$ cat src/rtl/bclp_pkg.sv
`default_nettype none

package bclp_pkg;

    localparam int unsigned WINDOW_W  = 8;
    localparam int unsigned HOLD_W    = 16;
    localparam int unsigned CFG_IDX_W = 2;
    localparam int unsigned CFG_DAT_W = 16;

    localparam logic [WINDOW_W-1:0] WINDOW_RESET    = WINDOW_W'(50);
    localparam logic [HOLD_W-1:0]   LONG_PUSH_RESET = HOLD_W'(500);
    localparam logic [HOLD_W-1:0]   HOLD_MAX        = {HOLD_W{1'b1}};

    localparam logic [CFG_IDX_W-1:0] REG_DOUBLE_CLICK_WINDOW = CFG_IDX_W'(0);
    localparam logic [CFG_IDX_W-1:0] REG_LONG_PUSH_TICKS     = CFG_IDX_W'(1);

    typedef enum logic [1:0] {
        PH_IDLE   = 2'd0,
        PH_PRESS  = 2'd1,
        PH_LONG   = 2'd2,
        PH_DOUBLE = 2'd3
    } phase_t;

    typedef struct packed {
        phase_t              phase;
        logic [HOLD_W-1:0]   hold_count;
        logic [WINDOW_W-1:0] window_count;
        logic                click_count;
        logic                window_active;
        logic                long_flag;
        logic                double_flag;
    } bclp_state_t;

    typedef struct packed {
        logic [WINDOW_W-1:0] double_click_window;
        logic [HOLD_W-1:0]   long_push_ticks;
    } bclp_cfg_t;

    typedef struct packed {
        logic   long_push_flag;
        logic   double_click_flag;
        logic   restart_request;
        phase_t button_phase;
    } bclp_result_t;

endpackage

`default_nettype wire

$ cat src/rtl/bclp_step.sv
`default_nettype none

// Next-state and result logic for one tick.
module bclp_step
    import bclp_pkg::*;
(
    input  bclp_state_t  state_cur,
    input  bclp_cfg_t    cfg,
    input  logic         pin_level,
    output bclp_state_t  state_nxt,
    output bclp_result_t result
);

    logic        pressed;
    logic        restart;
    bclp_state_t aged;

    assign pressed = ~pin_level;

    // The open click window ages before the phase logic looks at it.
    always_comb
    begin
        aged = state_cur;
        if (state_cur.window_active)
        begin
            aged.window_count = state_cur.window_count + WINDOW_W'(1);
            if (state_cur.window_count > cfg.double_click_window)
            begin
                aged.click_count   = 1'b0;
                aged.window_count  = '0;
                aged.window_active = 1'b0;
            end
        end
    end

    always_comb
    begin
        state_nxt = aged;
        restart   = 1'b0;
        unique case (state_cur.phase)
            PH_IDLE:
            begin
                state_nxt.long_flag   = 1'b0;
                state_nxt.double_flag = 1'b0;
                if (pressed)
                begin
                    state_nxt.phase      = PH_PRESS;
                    state_nxt.hold_count = '0;
                end
            end
            PH_PRESS:
            begin
                if (state_cur.hold_count != HOLD_MAX)
                begin
                    state_nxt.hold_count = state_cur.hold_count + HOLD_W'(1);
                end
                if (!pressed)
                begin
                    if (aged.click_count)
                    begin
                        state_nxt.click_count   = 1'b0;
                        state_nxt.window_active = 1'b0;
                        state_nxt.window_count  = '0;
                        state_nxt.phase         = PH_DOUBLE;
                    end
                    else
                    begin
                        state_nxt.window_active = 1'b1;
                        state_nxt.click_count   = 1'b1;
                        state_nxt.phase         = PH_IDLE;
                    end
                end
                else if (state_nxt.hold_count > cfg.long_push_ticks)
                begin
                    state_nxt.phase = PH_LONG;
                    restart         = 1'b1;
                end
            end
            PH_LONG:
            begin
                state_nxt.long_flag = 1'b1;
                if (!pressed)
                begin
                    state_nxt.phase = PH_IDLE;
                end
            end
            PH_DOUBLE:
            begin
                state_nxt.double_flag = 1'b1;
                if (!pressed)
                begin
                    state_nxt.phase = PH_IDLE;
                end
            end
            default:
            begin
                state_nxt.phase = PH_IDLE;
            end
        endcase
    end

    assign result.long_push_flag    = state_nxt.long_flag;
    assign result.double_click_flag = state_nxt.double_flag;
    assign result.restart_request   = restart;
    assign result.button_phase      = state_nxt.phase;

endmodule

`default_nettype wire

$ cat src/rtl/bclp_cfg_regs.sv
`default_nettype none

// Configuration register file; writes to unlisted indexes are dropped.
module bclp_cfg_regs
    import bclp_pkg::*;
(
    input  logic                 clk,
    input  logic                 rst_n,
    input  logic                 wr_en,
    input  logic [CFG_IDX_W-1:0] wr_index,
    input  logic [CFG_DAT_W-1:0] wr_data,
    output bclp_cfg_t            cfg
);

    bclp_cfg_t cfg_reg;
    bclp_cfg_t cfg_next;

    always_comb
    begin
        cfg_next = cfg_reg;
        if (wr_en)
        begin
            unique case (wr_index)
                REG_DOUBLE_CLICK_WINDOW:
                    cfg_next.double_click_window = wr_data[WINDOW_W-1:0];
                REG_LONG_PUSH_TICKS:
                    cfg_next.long_push_ticks = wr_data[HOLD_W-1:0];
                default:
                    cfg_next = cfg_reg;
            endcase
        end
    end

    always_ff @(posedge clk or negedge rst_n)
    begin
        if (!rst_n)
        begin
            cfg_reg.double_click_window <= WINDOW_RESET;
            cfg_reg.long_push_ticks     <= LONG_PUSH_RESET;
        end
        else
        begin
            cfg_reg <= cfg_next;
        end
    end

    assign cfg = cfg_reg;

endmodule

`default_nettype wire

$ cat src/rtl/button_click_long_press_detector_core.sv
`default_nettype none

// Channel   Direction  Handshake              Payload
// input     in         in_valid / in_ready    pin_level
// result    out        out_valid / out_ready  long_push_flag, double_click_flag,
//                                             restart_request, button_phase
// config    in         cfg_valid / cfg_ready  cfg_index, cfg_data
//
// The result of an input beat appears in the output register on the cycle after
// acceptance, and a new beat is taken every cycle while the result side keeps
// up. The step logic between the state and output registers is combinational.
// Reset brings the phase to idle, clears all timers and loads the register
// defaults (window 50, long push 500). A stalled result holds the output
// register and blocks input only while it waits.
module button_click_long_press_detector_core
    import bclp_pkg::*;
(
    input  logic                 clk,
    input  logic                 rst_n,

    input  logic                 in_valid,
    output logic                 in_ready,
    input  logic                 pin_level,

    output logic                 out_valid,
    input  logic                 out_ready,
    output logic                 long_push_flag,
    output logic                 double_click_flag,
    output logic                 restart_request,
    output logic [1:0]           button_phase,

    input  logic                 cfg_valid,
    output logic                 cfg_ready,
    input  logic [CFG_IDX_W-1:0] cfg_index,
    input  logic [CFG_DAT_W-1:0] cfg_data
);

    bclp_cfg_t    cfg;
    bclp_state_t  state_reg;
    bclp_state_t  state_next;
    bclp_state_t  step_state;
    bclp_result_t step_result;
    bclp_result_t result_reg;
    bclp_result_t result_next;
    logic         out_valid_reg;
    logic         out_valid_next;
    logic         in_accept;

    // Configuration writes always taken; users must issue them only when idle.
    assign cfg_ready = 1'b1;

    bclp_cfg_regs u_cfg_regs (
        .clk      (clk),
        .rst_n    (rst_n),
        .wr_en    (cfg_valid),
        .wr_index (cfg_index),
        .wr_data  (cfg_data),
        .cfg      (cfg)
    );

    bclp_step u_step (
        .state_cur (state_reg),
        .cfg       (cfg),
        .pin_level (pin_level),
        .state_nxt (step_state),
        .result    (step_result)
    );

    // The output register frees up in the same cycle its beat is taken, so
    // input flows one beat per cycle while out_ready stays high.
    assign in_ready  = !out_valid_reg || out_ready;
    assign in_accept = in_valid && in_ready;

    always_comb
    begin
        state_next     = state_reg;
        result_next    = result_reg;
        out_valid_next = out_valid_reg;
        if (in_accept)
        begin
            state_next     = step_state;
            result_next    = step_result;
            out_valid_next = 1'b1;
        end
        else if (out_ready)
        begin
            out_valid_next = 1'b0;
        end
    end

    always_ff @(posedge clk or negedge rst_n)
    begin
        if (!rst_n)
        begin
            state_reg     <= '{phase: PH_IDLE, default: '0};
            out_valid_reg <= 1'b0;
        end
        else
        begin
            state_reg     <= state_next;
            out_valid_reg <= out_valid_next;
        end
    end

    // Payload register: loaded only on acceptance, no reset needed.
    always_ff @(posedge clk)
    begin
        result_reg <= result_next;
    end

    assign out_valid         = out_valid_reg;
    assign long_push_flag    = result_reg.long_push_flag;
    assign double_click_flag = result_reg.double_click_flag;
    assign restart_request   = result_reg.restart_request;
    assign button_phase      = result_reg.button_phase;

endmodule

`default_nettype wire

$ cat config.mk
export PLATFORM = sky130hd
export DESIGN_NAME = button_click_long_press_detector_core
export DESIGN_NICKNAME = d
export VERILOG_FILES = /design/src/rtl/bclp_pkg.sv /design/src/rtl/bclp_step.sv /design/src/rtl/bclp_cfg_regs.sv /design/src/rtl/button_click_long_press_detector_core.sv
export SDC_FILE = /design/constraint.sdc
export NUM_CORES = 1
export LEC_CHECK = 0
export BUFFER_PORTS_ARGS = -buffer_cell sky130_fd_sc_hd__buf_2
export CORE_MARGIN = 1
export CORE_UTILIZATION = 54
export CTS_CLUSTER_SIZE = 24
export DETAILED_ROUTE_END_ITERATION = 12
export GPL_ROUTABILITY_DRIVEN = 0
export PLACE_DENSITY = 0.76
export SLEW_MARGIN = 10
export SYNTH_ARGS = -nofsm -noshare
export SYNTH_HDL_FRONTEND = slang
export SYNTH_SLANG_ARGS = --single-unit
$ cat constraint.sdc
create_clock -name clk -period 3.6 [get_ports clk]
set_input_delay 0 -clock clk [delete_from_list [all_inputs] [get_ports clk]]
set_output_delay 0 -clock clk [all_outputs]
set_load 0.03 [all_outputs]
==> flow_results.org, run 1 <==
** Die
- # IOs :: 32
- The die is roughly 85 um tall.
- Once the floorplan was initialized, standard cells occupied about 57% of the core.
- Core region area :: about 0.0065 sq mm
- The die covers around 0.0072 sq mm.
- The die is around 85 um wide.
- The floorplan has 29 rows.

** Timing
- At the pin with the least slew margin, the transition time is 0.887 ns.
- Timing would allow up to 0.291 GHz.
- Of the available clock period, the critical path in the final layout requires approximately 96%.
- Setup total negative slack on the finished layout was measured at 0 ns.
- Worst clock skew :: 0.00475 ns
- The worst pin sits at a relative slew slack of 40.4%.
- Final setup violation count :: 0
- The count of endpoints failing hold in the final timing report was 0.
- The number of max-slew violations in the final report is 0.
- Minimum period implied by the final worst setup slack :: 3.44 ns

** Place
- Placed cell count :: about 500
- Placed instance area :: 0.00399 sq mm
- Summed over all nets, the half-perimeter wirelength after detailed placement is between 5 and 6 mm.
- Number of input and output port buffers inserted :: 30

** Worst setup path
- Crit path launch type :: flop
- Data on the critical path is required at its endpoint by around 3.7 ns.
- The startpoint identified for the worst register-to-register timing path is state_reg[13].
- Crit path max-delay cell type :: sky130_fd_sc_hd__or4_4
- Highest fanout seen on the critical path :: 5
- Data arrival time of the worst path :: about 3.5 ns
- Setup CP Type :: flop to flop
- In this run the critical register-to-register path is captured at button_phase[0].
- Traced cell by cell, the critical path runs through ha_4 -> nand3_2 -> or4_4 -> o21ai_4 -> nor2_1 -> xnor2_1 -> ha_1 -> nand4_1 -> a2111oi_2 -> nor3_1 -> buf_4 -> o311ai_1 -> nand2_1.
- The critical path starts at state_reg[13].
- Slowest stage delay, CP :: 0.57 ns
- Category of the worst setup path capture point :: flop
- Reg2reg setup slack :: 0.16 ns
- For the worst flop-to-flop path, the logic depth is 13.
- The most critical setup path has its endpoint at button_phase[0].

** Synth
- When the netlist entered floorplanning its net count stood at about 440.
- Cell types with the largest area share after synthesis :: sky130_fd_sc_hd__dfrtp_1 31%, sky130_fd_sc_hd__ha_1 10%, sky130_fd_sc_hd__dfstp_2 6.4%, sky130_fd_sc_hd__mux2_2 6.1%, sky130_fd_sc_hd__a21oi_1 4.3%
- Synthesized instance count :: 390
- Number of warning messages in the yosys log :: 0
- Yosys mapped a number of flops with a built-in enable equal to 5.
- After synthesis, flip-flops and latches occupy 41.5% of the total area.
- Top-area cell type share of the netlist area :: around 31%
- Most area-hungry cell type in the Yosys netlist :: sky130_fd_sc_hd__dfrtp_1
- The cell area that synthesis handed to floorplanning was ~0.0037 sq mm.
- Post-synth ARST share :: 91.7%
- Synthesis inferred 60 register bits.
- Top FF cell, synth :: sky130_fd_sc_hd__dfrtp_1
- A synthesized cell averages roughly 9.5 sq um.
- Netlist cell types :: 62

** Global route
- The first global-routing pass estimated around 14 mm of wire.
- Vias in the first global route :: just over 3000
- Grt total ovfl :: 0
- Largest net degree at the start of global routing :: 34
- Antenna violations before repair :: 0
- Global routing used between 20% and 30% of the available tracks across all layers.

** Layout
- Layout fillers :: 505
- Antenna diode count :: 0
- The area growth from synthesis to layout is 19.7%.
- Final #Nets :: 511
- The finished layout holds roughly 540 standard cells, fillers aside.
- The register with the most flip-flops in the layout has 30 of them.
- Design Area, Final :: 0.00444 sq mm
- Share of cells above drive strength 1 :: around 23%
- Once layout is complete, the utilization of the core stands at around 70%.

** Routing
- Post-detailed-route via-to-cell ratio :: between 5 and 6
- Total length of routed wires :: between 8 and 9 mm
- DRC viols :: 0
- Vias after detailed routing :: approximately 3200
- Once detail routing completed, the nets flagged for antenna violations numbered 0.
- For this run, the detailed router's first-pass iteration total came to 7.
- The first routing iteration left 197 violations.
- Drt wl/cell :: 15.9 um

** Power and ir drop
- Power per cell area :: approximately 480 mW/mm^2
- The worst-case IR drop observed on VDD is roughly 0.30 mV.
- The design draws approximately 2100 uW.
- The analysis attributes to cell leakage a power of 0.00209 uW.

** Min path
- The min-delay analysis places its worst path in the category input pin to flop.
- In this run the most critical hold path is launched from pin_level.

** Clock tree
- Clock insertion delay at the later pin of the skew report :: roughly 0.35 ns
- The tree is rooted in a sky130_fd_sc_hd__clkbuf_8.
- CTS saw 60 sinks.
- CTS built an H-tree with a depth of 3.
- Clock Tree Buf Depth :: 2
- Number of CTS-inserted buffers :: 9
- Clock-pin slew was measured on the worst setup and hold paths at roughly 0.070 ns.
- TritonCTS built the clock tree.

** Run status
- The run finished with clean final reports.

** Job
- The tool flagged a number of max-cap violations equal to 0.
==> Yosys cell counts (all sizes together), types with 9 or more instances <==
cell type,number
dfstp,9
mux2,20
o21ai,29
nand2,38
nand4,10
nand3,18
a21o,9
inv,33
dfrtp,46
nor2,20
ha,30
a21oi,32
==> what timing repair did <==
item | CTS | global route
hold buffers | 19 | 0
buffers inserted | 0 | 6
endpoints found under the setup margin | 0 | 5
resized for setup | 0 | 8
endpoints found under the hold margin | 47 | 0
==> kinds of logic (layout without fill, tap and decap cells) <==
family,count (synthesis),count (layout),synth area share (%)
AOI/OAI and AO/OA,107,107,18.6
and+or+nand+nor,118,118,16.3
adders and majority gates,30,30,10.1
muxes,21,21,6.35
buffers and inverters,43,115,4.66
xor gates and xnor gates,10,10,2.36
DFF,60,60,41.5
other,1,1,0.101
==> worst max-delay path: cells and delay by family, from the launching register on <==
| family | cells | cell delay, ns |
|---|---|---|
| xor+xnor | 1 | 0.13 |
| fa+ha+maj | 2 | 0.47 |
| buf+inv | 1 | 0.16 |
| flops | 1 | 0.45 |
| simple gates | 6 | 1.10 |
| compound gates | 3 | 0.85 |
==> per-stage QoR <==
step,hold WS (ns),worst slack (ns)
2_1_floorplan,-0.296,0.274
3_3_place_gp,0.00800,0.158
5_1_grt,0.126,-0.0531
6_report,0.0825,0.160
4_1_cts,0.0588,0.0439
3_5_place_dp,0.0168,0.0763
==> layout by cell type (no fill, tap or decap), types with 9 or more instances in the layout <==
cell and n:
sky130_fd_sc_hd__dlygate4sd3_1 19, sky130_fd_sc_hd__clkbuf_8 10, sky130_fd_sc_hd__o21ai_0 24, sky130_fd_sc_hd__nor2_1 19, sky130_fd_sc_hd__ha_1 29, sky130_fd_sc_hd__buf_4 17
sky130_fd_sc_hd__dfrtp_1 46, sky130_fd_sc_hd__buf_2 30, sky130_fd_sc_hd__dfstp_2 9, sky130_fd_sc_hd__a21oi_1 32, sky130_fd_sc_hd__nand4_1 10, sky130_fd_sc_hd__inv_1 33
sky130_fd_sc_hd__mux2_2 20, sky130_fd_sc_hd__nand3_1 15, sky130_fd_sc_hd__nand2_1 38
==> report_power, final <==
group / switching [uW] / internal, uW / leakage (uW)
Sequential: 107 / 807 / 0.000738
Combinational: 405 / 289 / 0.00127
Clock: 270 / 263 / 0.0000889
Total: 782 / 1360 / 0.00209
==> metal layers <==
metal | vias to the layer above | GRT usage, % | share of wire [%]
met3 | 18 | 4.77 | 3.8
met2 | 73 | 43.5 | 50
li1 | 1543 | - | -
met5 | - | 0 | 0
met1 | 1571 | 32.0 | 44
met4 | 0 | 10.8 | 2.0
==> how the worst min path moves through the flow <==
stage	to	slack, ns	cells past startpoint
2_1_floorplan	out_valid	-0.30	0
3_3_place_gp	u_cfg_regs.cfg[14]	0.008	1
3_5_place_dp	u_cfg_regs.cfg[12]	0.02	1
4_1_cts	state_reg[3]	0.06	3
5_1_grt	u_cfg_regs.cfg[20]	0.13	5
6_report	state_reg[3]	0.08	3
==> layout make-up <==
type	instances	area (sq um)	share of cell area [%]
clock buffers	11	141	3.19
clock inverters	5	27.5	0.621
inverters	33	124	2.79
multi-input cells	287	2040	46.0
flip-flops and latches	60	1540	34.7
well taps	77	96.3	2.17
repair buffers	66	468	10.6
Power figures use the tool's default switching activity.
==> run 2: changes to the inputs <==
- BUFFER_PORTS_ARGS: -buffer_cell sky130_fd_sc_hd__buf_2 -> -buffer_cell sky130_fd_sc_hd__clkbuf_2
==> run 2 against run 1 <==
Against the previous run: non-clock buffer count down 2; count of clock-buffer cells in the layout unchanged; critical path type unchanged; the flow now finishes with violations (design-rule violations); via count is 0.66% lower; power grew 2.7%.
==> flow_results.org, run 2 (synthesized netlist as in run 1, its figures left out) <==
** Layout
- Highest-count cells in the layout ignoring fill and taps :: 43 x sky130_fd_sc_hd__dfrtp_1, 38 x sky130_fd_sc_hd__nand2_1, 33 x sky130_fd_sc_hd__inv_1
- Design Area, Final :: around 0.0044 sq mm
- Share of cells above drive strength 1 :: approximately a quarter
- From synthesis to final layout, the design area changed by 19.9%.
- The register with the most flip-flops in the layout has 30 of them.
- The library cell used most frequently in the layout, excluding fill and tap cells, is sky130_fd_sc_hd__dfrtp_1.
- Measured on the finished design, the core utilization comes to 68.4%.
- Final #Nets :: slightly above 500
- 0 antenna diodes ended up in the layout.

** Worst setup path
- Capture point of the worst reg-to-reg path :: button_phase[0]
- The worst setup path is captured at a flop.
- Required time of the critical path :: 3.70 ns
- Setup CP Type :: flop to flop
- Highest fanout seen on the critical path :: 5
- STA classifies the critical path startpoint as a flop.
- Data arrival time of the worst path :: between 3 and 4 ns
- Tracing the worst setup path back leads to its startpoint at state_reg[12].
- Measured in cells, the most critical reg-to-reg path has a length of 13.
- The worst register-to-register path begins at state_reg[12].
- Critical path endpoint :: button_phase[0]
- The worst register-to-register path has a setup slack of roughly 0.17 ns.

** Power and ir drop
- Leak :: 0.00208 uW
- Peak supply drop :: 0.353 mV
- After layout, the design draws a total of roughly 2200 uW.
- Sw Share :: 36.0%
- For this design the total switching power over the nets is about 800 uW.
- Part of the total power dissipated in combinational logic :: roughly a third
- Clock power share :: 26.8%
- Internal power comes to about 1400 uW.
- Power per cell area :: 495 mW/mm^2
- Registers are responsible for 41.5% of the overall power.

** Clock tree
- For the worst-skew pair, the clock arrives at the later sink with an insertion delay of ~0.36 ns.
- TritonCTS built the clock tree.
- Clock-pin slew was measured on the worst setup and hold paths at about 0.07 ns.
- Clock root buffer :: sky130_fd_sc_hd__clkbuf_8
- The longest clock path from root to sink contains 2 buffers.
- Number of sinks on the clock net :: 60
- In this run, CTS created clock tree buffers numbering 9.
- The H-tree was split into 3 levels.

** Die
- After floorplanning, the core was sized to cover ~0.0065 sq mm.
- 32 I/O pins were placed.
- Effective utilization at floorplan :: 57.1%
- Die Outline Area :: between 0.007 and 0.008 sq mm
- From left edge to right edge, the die measures around 85 um.
- Floorplan die height :: about 85 um
- The initialized floorplan defines 29 standard-cell rows.

** Min path
- The startpoint identified for the worst hold timing path is pin_level.
- In this run the worst hold path is classified as input pin to flop.

** Timing
- Counting I/O delays and the setup requirement, the final critical path takes between 3 and 4 ns.
- Measured against its own limit, the worst slew margin works out to a little under two fifths.
- The count of endpoints failing hold in the final timing report was 0.
- Adding up every negative setup slack in the final design gives 0 ns.
- The clock arrives with 0.00874 ns of skew.
- Dividing the final minimum period by the clock period gives between 90% and 100%.
- Based on the critical path, the design can be clocked at up to about 0.29 GHz.
- Setup violations remaining at the end of the flow were counted as 0.
- Transition time at the pin with the least slew margin :: approximately 0.93 ns
- Final count of pins violating max slew :: 0

** Routing
- For this run, design rule violations remaining after detail routing come to 2.
- After detailed routing, the average wire length per cell comes to around 16 um.
- The detail route stage leaves a number of antenna-violating nets equal to 0.
- After the first detailed-routing iteration, the DRC count stood at 320.
- Total length of routed wires :: roughly 8.6 mm
- Vias after detailed routing :: approximately 3200
- Number of detailed-route iterations in the first pass :: 8
- Using the TritonRoute via totals, the vias-per-cell ratio works out to 5.93.

** Global route
- Vias in the first global route :: approximately 3100
- The first global-routing pass estimated 13.9 mm of wire.
- Total global routing track utilization :: 25.2%
- Antenna violations before repair :: 0
- For this run the aggregate overflow at the end of global routing stands at 0.
- Entering global routing, the biggest net connects 32 pins.

** Place
- Summing all placed instances gives a cell area of about 0.004 sq mm.
- Number of input and output port buffers inserted :: 30
- The HPWL after detailed placement is about 6 mm.

** Run status
- The flow ran to the end, but the final reports show violations.
- Failing checks :: design-rule violations

** Job
- # Max-Cap Violations :: 0
[run 2: cell count changes in the layout (fill, tap and decap cells not counted), moves of 2 or more]
cell	delta
sky130_fd_sc_hd__buf_2	-30
sky130_fd_sc_hd__buf_4	-2
sky130_fd_sc_hd__clkbuf_2	+30
sky130_fd_sc_hd__clkinv_2	-2
sky130_fd_sc_hd__dfrtp_1	-3
sky130_fd_sc_hd__dfrtp_2	+3
[run 2: power groups by stage]
stage	Combinational (uW)	Sequential, uW	Clock [uW]
6_report	697	912	589
3_3_place_gp	624	913	0
5_1_grt	784	927	625
2_1_floorplan	481	901	0
3_5_place_dp	652	918	0
4_1_cts	671	906	602
[run 2: how the worst min path moves through the flow]
stage	end	slack (ns)	cells past startpoint
after floorplan	out_valid	-0.30	0
after global placement	u_cfg_regs.cfg[12]	0.05	1
after detailed placement	u_cfg_regs.cfg[15]	0.07	1
after CTS	state_reg[3]	0.05	3
after global routing	state_reg[3]	0.11	3
final	state_reg[29]	0.07	3
[run 2: final cells by class]
type | count | area [sq um]
clock buffer | 11 | 163
clock inverter | 5 | 33.8
fill | 484 | 2050
inverter | 33 | 124
multi-input combinational | 287 | 2030
sequential | 60 | 1540
tap | 77 | 96.3
timing repair buffer | 64 | 453
[run 2: what timing repair did]
| action | in CTS | in global routing |
|---|---|---|
| gates resized for setup | 1 | 9 |
| pin swaps | 0 | 2 |
| endpoints found under the hold margin | 48 | 0 |
| buffers inserted | 0 | 3 |
| hold buffers | 19 | 0 |
| setup endpoints to repair | 1 | 5 |
[run 2: metal layers]
layer	vias to the layer above	global-route usage, %	share of wire [%]
met5	-	0	0
met4	0	11.1	1.7
met3	19	6.52	5.4
met2	91	45.2	51
met1	1534	28.4	42
li1	1540	-	-
[run 2: worst max-delay path: stages (launching register included)]
cell	delay, ns
sky130_fd_sc_hd__dfrtp_1	0.42
sky130_fd_sc_hd__ha_4	0.18
sky130_fd_sc_hd__nand3_2	0.12
sky130_fd_sc_hd__or4_4	0.57
sky130_fd_sc_hd__o21ai_4	0.23
sky130_fd_sc_hd__nor2_1	0.10
sky130_fd_sc_hd__xnor2_1	0.14
sky130_fd_sc_hd__ha_1	0.29
sky130_fd_sc_hd__nand4_1	0.16
sky130_fd_sc_hd__a2111oi_2	0.36
sky130_fd_sc_hd__nor3_1	0.08
sky130_fd_sc_hd__buf_4	0.16
sky130_fd_sc_hd__o311ai_1	0.27
sky130_fd_sc_hd__nand2_1	0.10
[run 2: through the flow]
| stage | worst slack [ns] | std cells | hold slack, ns |
|---|---|---|---|
| 2_1_floorplan | 0.274 | 390 | -0.296 |
| 3_3_place_gp | 0.191 | 499 | 0.0547 |
| 3_5_place_dp | 0.0173 | 499 | 0.0663 |
| 4_1_cts | 0.00268 | 534 | 0.0535 |
| 5_1_grt | -0.0692 | 537 | 0.111 |
| 6_report | 0.165 | 537 | 0.0700 |
==> run 3: changes to the inputs <==
- CAP_MARGIN: default -> 20
- CORE_UTILIZATION: 54 -> 56
- CTS_BUF_LIST: default -> sky130_fd_sc_hd__clkbuf_4 sky130_fd_sc_hd__clkbuf_8
- PLACE_DENSITY: 0.76 -> 0.79
==> run 3 against run 2 <==
Against the previous run: the run now ends clean; final cell count shrank 0.93%; sequential power is essentially flat; register-to-register slack lost 0.04 ns; die area shrank 3.5%; critical path depth is the same; worst setup slack lost 0.037 ns; utilization grew 0.26 points; power is essentially flat; largest power group unchanged; highest routed layer unchanged.
==> flow_results.org, run 3 (synthesized netlist as in run 1, its figures left out) <==
** Clock tree
- Number of CTS-inserted buffers :: 9
- Clock root buffer :: sky130_fd_sc_hd__clkbuf_8
- TritonCTS built the clock tree.
- Clock Tree Buf Depth :: 2
- H-tree levels :: 3
- The clock reaches the later pin of the worst-skew pair after between 0.3 and 0.4 ns.
- Number of sinks on the clock net :: 60
- Clock-pin slew was measured on the worst setup and hold paths at 0.07 ns.

** Worst setup path
- Counting cells, the worst reg-to-reg path comes to 13.
- Critical Path Most Common Cell :: sky130_fd_sc_hd__buf_4
- Family with the most delay on the worst path :: simple AND/OR/NAND/NOR gates
- Capture point of the worst reg-to-reg path :: button_phase[0]
- Category of the worst setup path capture point :: flop
- Crit path launch type :: flop
- The largest single stage delay on the critical path is roughly 0.56 ns.
- The setup check on the worst reg-to-reg path leaves a slack of roughly 0.13 ns.
- Crit path max-delay cell type :: sky130_fd_sc_hd__or4_4
- Required time of the critical path :: ~3.7 ns
- The critical path is of the flop to flop type.
- CP Buf/Inv Count :: 2
- The worst register-to-register path begins at state_reg[13].
- The signal on the critical path passes through ha_2 -> nand3_2 -> or4_4 -> o21ai_4 -> buf_4 -> xnor2_1 -> ha_1 -> nand4_1 -> a2111oi_2 -> nor3_1 -> buf_4 -> o311ai_1 -> nand2_1.
- Data arrival time of the worst path :: around 3.6 ns
- Highest fanout seen on the critical path :: 5

** Timing
- Minimum period implied by the final worst setup slack :: between 3 and 4 ns
- The number of max-slew violations in the final report was 0.
- Max frequency :: about 0.29 GHz
- Fin crit share :: between 90 and 100%
- Measured against its own limit, the worst slew margin works out to between 30 and 40%.
- Final setup violation count :: 0
- Worst Slack Setup Final :: 0.128 ns
- For the pin with the worst max-slew slack, the measured transition is 0.936 ns.
- Number of endpoints with negative hold slack in the final report :: 0
- Worst clock skew :: slightly below 0.008 ns
- Setup Total Neg Slack :: 0 ns

** Layout
- Leaving out fill and tap cells, the most frequent cell in the layout is sky130_fd_sc_hd__dfrtp_1.
- The net count of the finished layout is approximately 500.
- After filler insertion, the fill cell instance count of the layout stands at 512.
- The register with the most flip-flops in the layout has 30 of them.
- Synthesis-to-finish area growth :: 18.3%
- The repair_antennas step left the layout with diodes totalling 0.
- Highest-count cells in the layout ignoring fill and taps :: 46 x sky130_fd_sc_hd__dfrtp_1, 38 x sky130_fd_sc_hd__nand2_1, 33 x sky130_fd_sc_hd__inv_1
- In the final layout, the share of cells above drive strength 1 is between 20% and 30%.

** Global route
- Global routing used between 30% and 40% of the available met1 tracks.
- Entering global routing, the biggest net connects 30 pins.
- In the global route stage, met3 resource usage came out at between 4 and 5%.
- Met2 Resource Use GR :: between 40% and 50%
- After global routing, the most crowded layer is met2.
- The first global-routing pass estimated ~15 mm of wire.
- Vias in the first global route :: 3125
- The initial antenna violation count is 0.
- Total global routing track utilization :: a little over a quarter
- Grt total ovfl :: 0

** Place
- OpenSTA, run right after detailed placement, puts the worst setup slack at 0.0414 ns.
- Dpl hpwl :: ~6.0 mm
- In this run the tool buffered the top-level ports with 30 buffer cells.

** Die
- Floorplan row count :: 29
- Die Outline Area :: slightly below 0.007 sq mm
- 32 I/O pins were placed.
- Effective utilization at floorplan :: 58.0%
- From bottom edge to top edge, the die measures 83.4 um.
- Core region area :: about 0.0064 sq mm
- From left edge to right edge, the die measures about 83 um.

** Job
- # Max-Cap Violations :: 0

** Run status
- Status :: finished clean

** Routing
- Vias after detailed routing :: between 3000 and 4000
- Remaining antenna violation count :: 0
- Post-detailed-route via-to-cell ratio :: ~5.9
- Before antenna repair, the detailed router went through 5 iterations.
- For this run, design rule violations remaining after detail routing come to 0.
- Drt wl/cell :: about 16 um
- DRC violation total after the first TritonRoute iteration :: about 320
- Wires add up to just under 9 mm.

** Power and ir drop
- Tot Pwr :: about 2200 uW
- IR analysis of the VDD net gives a maximum drop of 0.285 mV.
- Power per cell area :: about 500 mW/mm^2
- Leak :: between 0.002 and 0.0025 uW

** Min path
- Class of the most critical hold timing path :: input pin to flop
- The worst hold path terminates at state_reg[3].
- The worst hold path begins at pin_level.
- Cells on Worst Hold Path :: 3
==> run 3: area by class of cell <==
class / instances / area, sq um / share of cell area, %
clock buffer: 9 / 124 / 2.82
clock inverter: 7 / 66.3 / 1.51
inverter: 33 / 124 / 2.82
multi-input combinational: 287 / 2020 / 46.1
sequential: 60 / 1540 / 35.1
tap: 77 / 96.3 / 2.20
timing repair buffer: 59 / 415 / 9.47
==> run 3: timing repair <==
item / CTS / global route
hold endpoints to repair: 51 / 0
hold buffers: 19 / 0
setup buffers: 0 / 1
endpoints found under the setup margin: 0 / 5
resized for setup: 0 / 6
==> run 3: worst max-delay path by stage <==
| stage | start | end | depth (start not counted) |
|---|---|---|---|
| floorplan | state_reg[12] | button_phase[1] | 12 |
| global placement | state_reg[13] | button_phase[0] | 13 |
| detailed placement | state_reg[13] | button_phase[0] | 13 |
| CTS | state_reg[13] | button_phase[0] | 13 |
| global route | state_reg[13] | button_phase[0] | 13 |
| finish | state_reg[13] | button_phase[0] | 13 |
==> run 3: per-layer routing <==
layer  wire length [um]  vias to the layer above
met5                  0                        -
met4                221                        0
met3                482                       18
met2               4210                      113
met1               3750                     1477
li1                   -                     1531
==> run 3: power by group <==
part	total [uW]	switching [uW]	internal [uW]	leakage, uW
Sequential	914	107	807	0.000738
Combinational	695	410	285	0.00122
Clock	590	274	316	0.0000953
Total	2200	791	1410	0.00206
==> run 3: tightest hold or removal path, stage by stage <==
cell	delay, ns
sky130_fd_sc_hd__clkbuf_2	0.16
sky130_fd_sc_hd__a31oi_1	0.17
sky130_fd_sc_hd__a21oi_1	0.05
==> run 3: per-stage QoR <==
step	utilization, %	area, sq um	instances	hold WS (ns)
5_1_grt	68.7	4390	532	0.0933
2_1_floorplan	-	3710	390	-0.296
6_report	68.7	4390	532	0.0809
3_5_place_dp	62.2	3970	496	0.0901
3_3_place_gp	62.2	3970	496	0.0948
4_1_cts	68.1	4350	531	0.0649
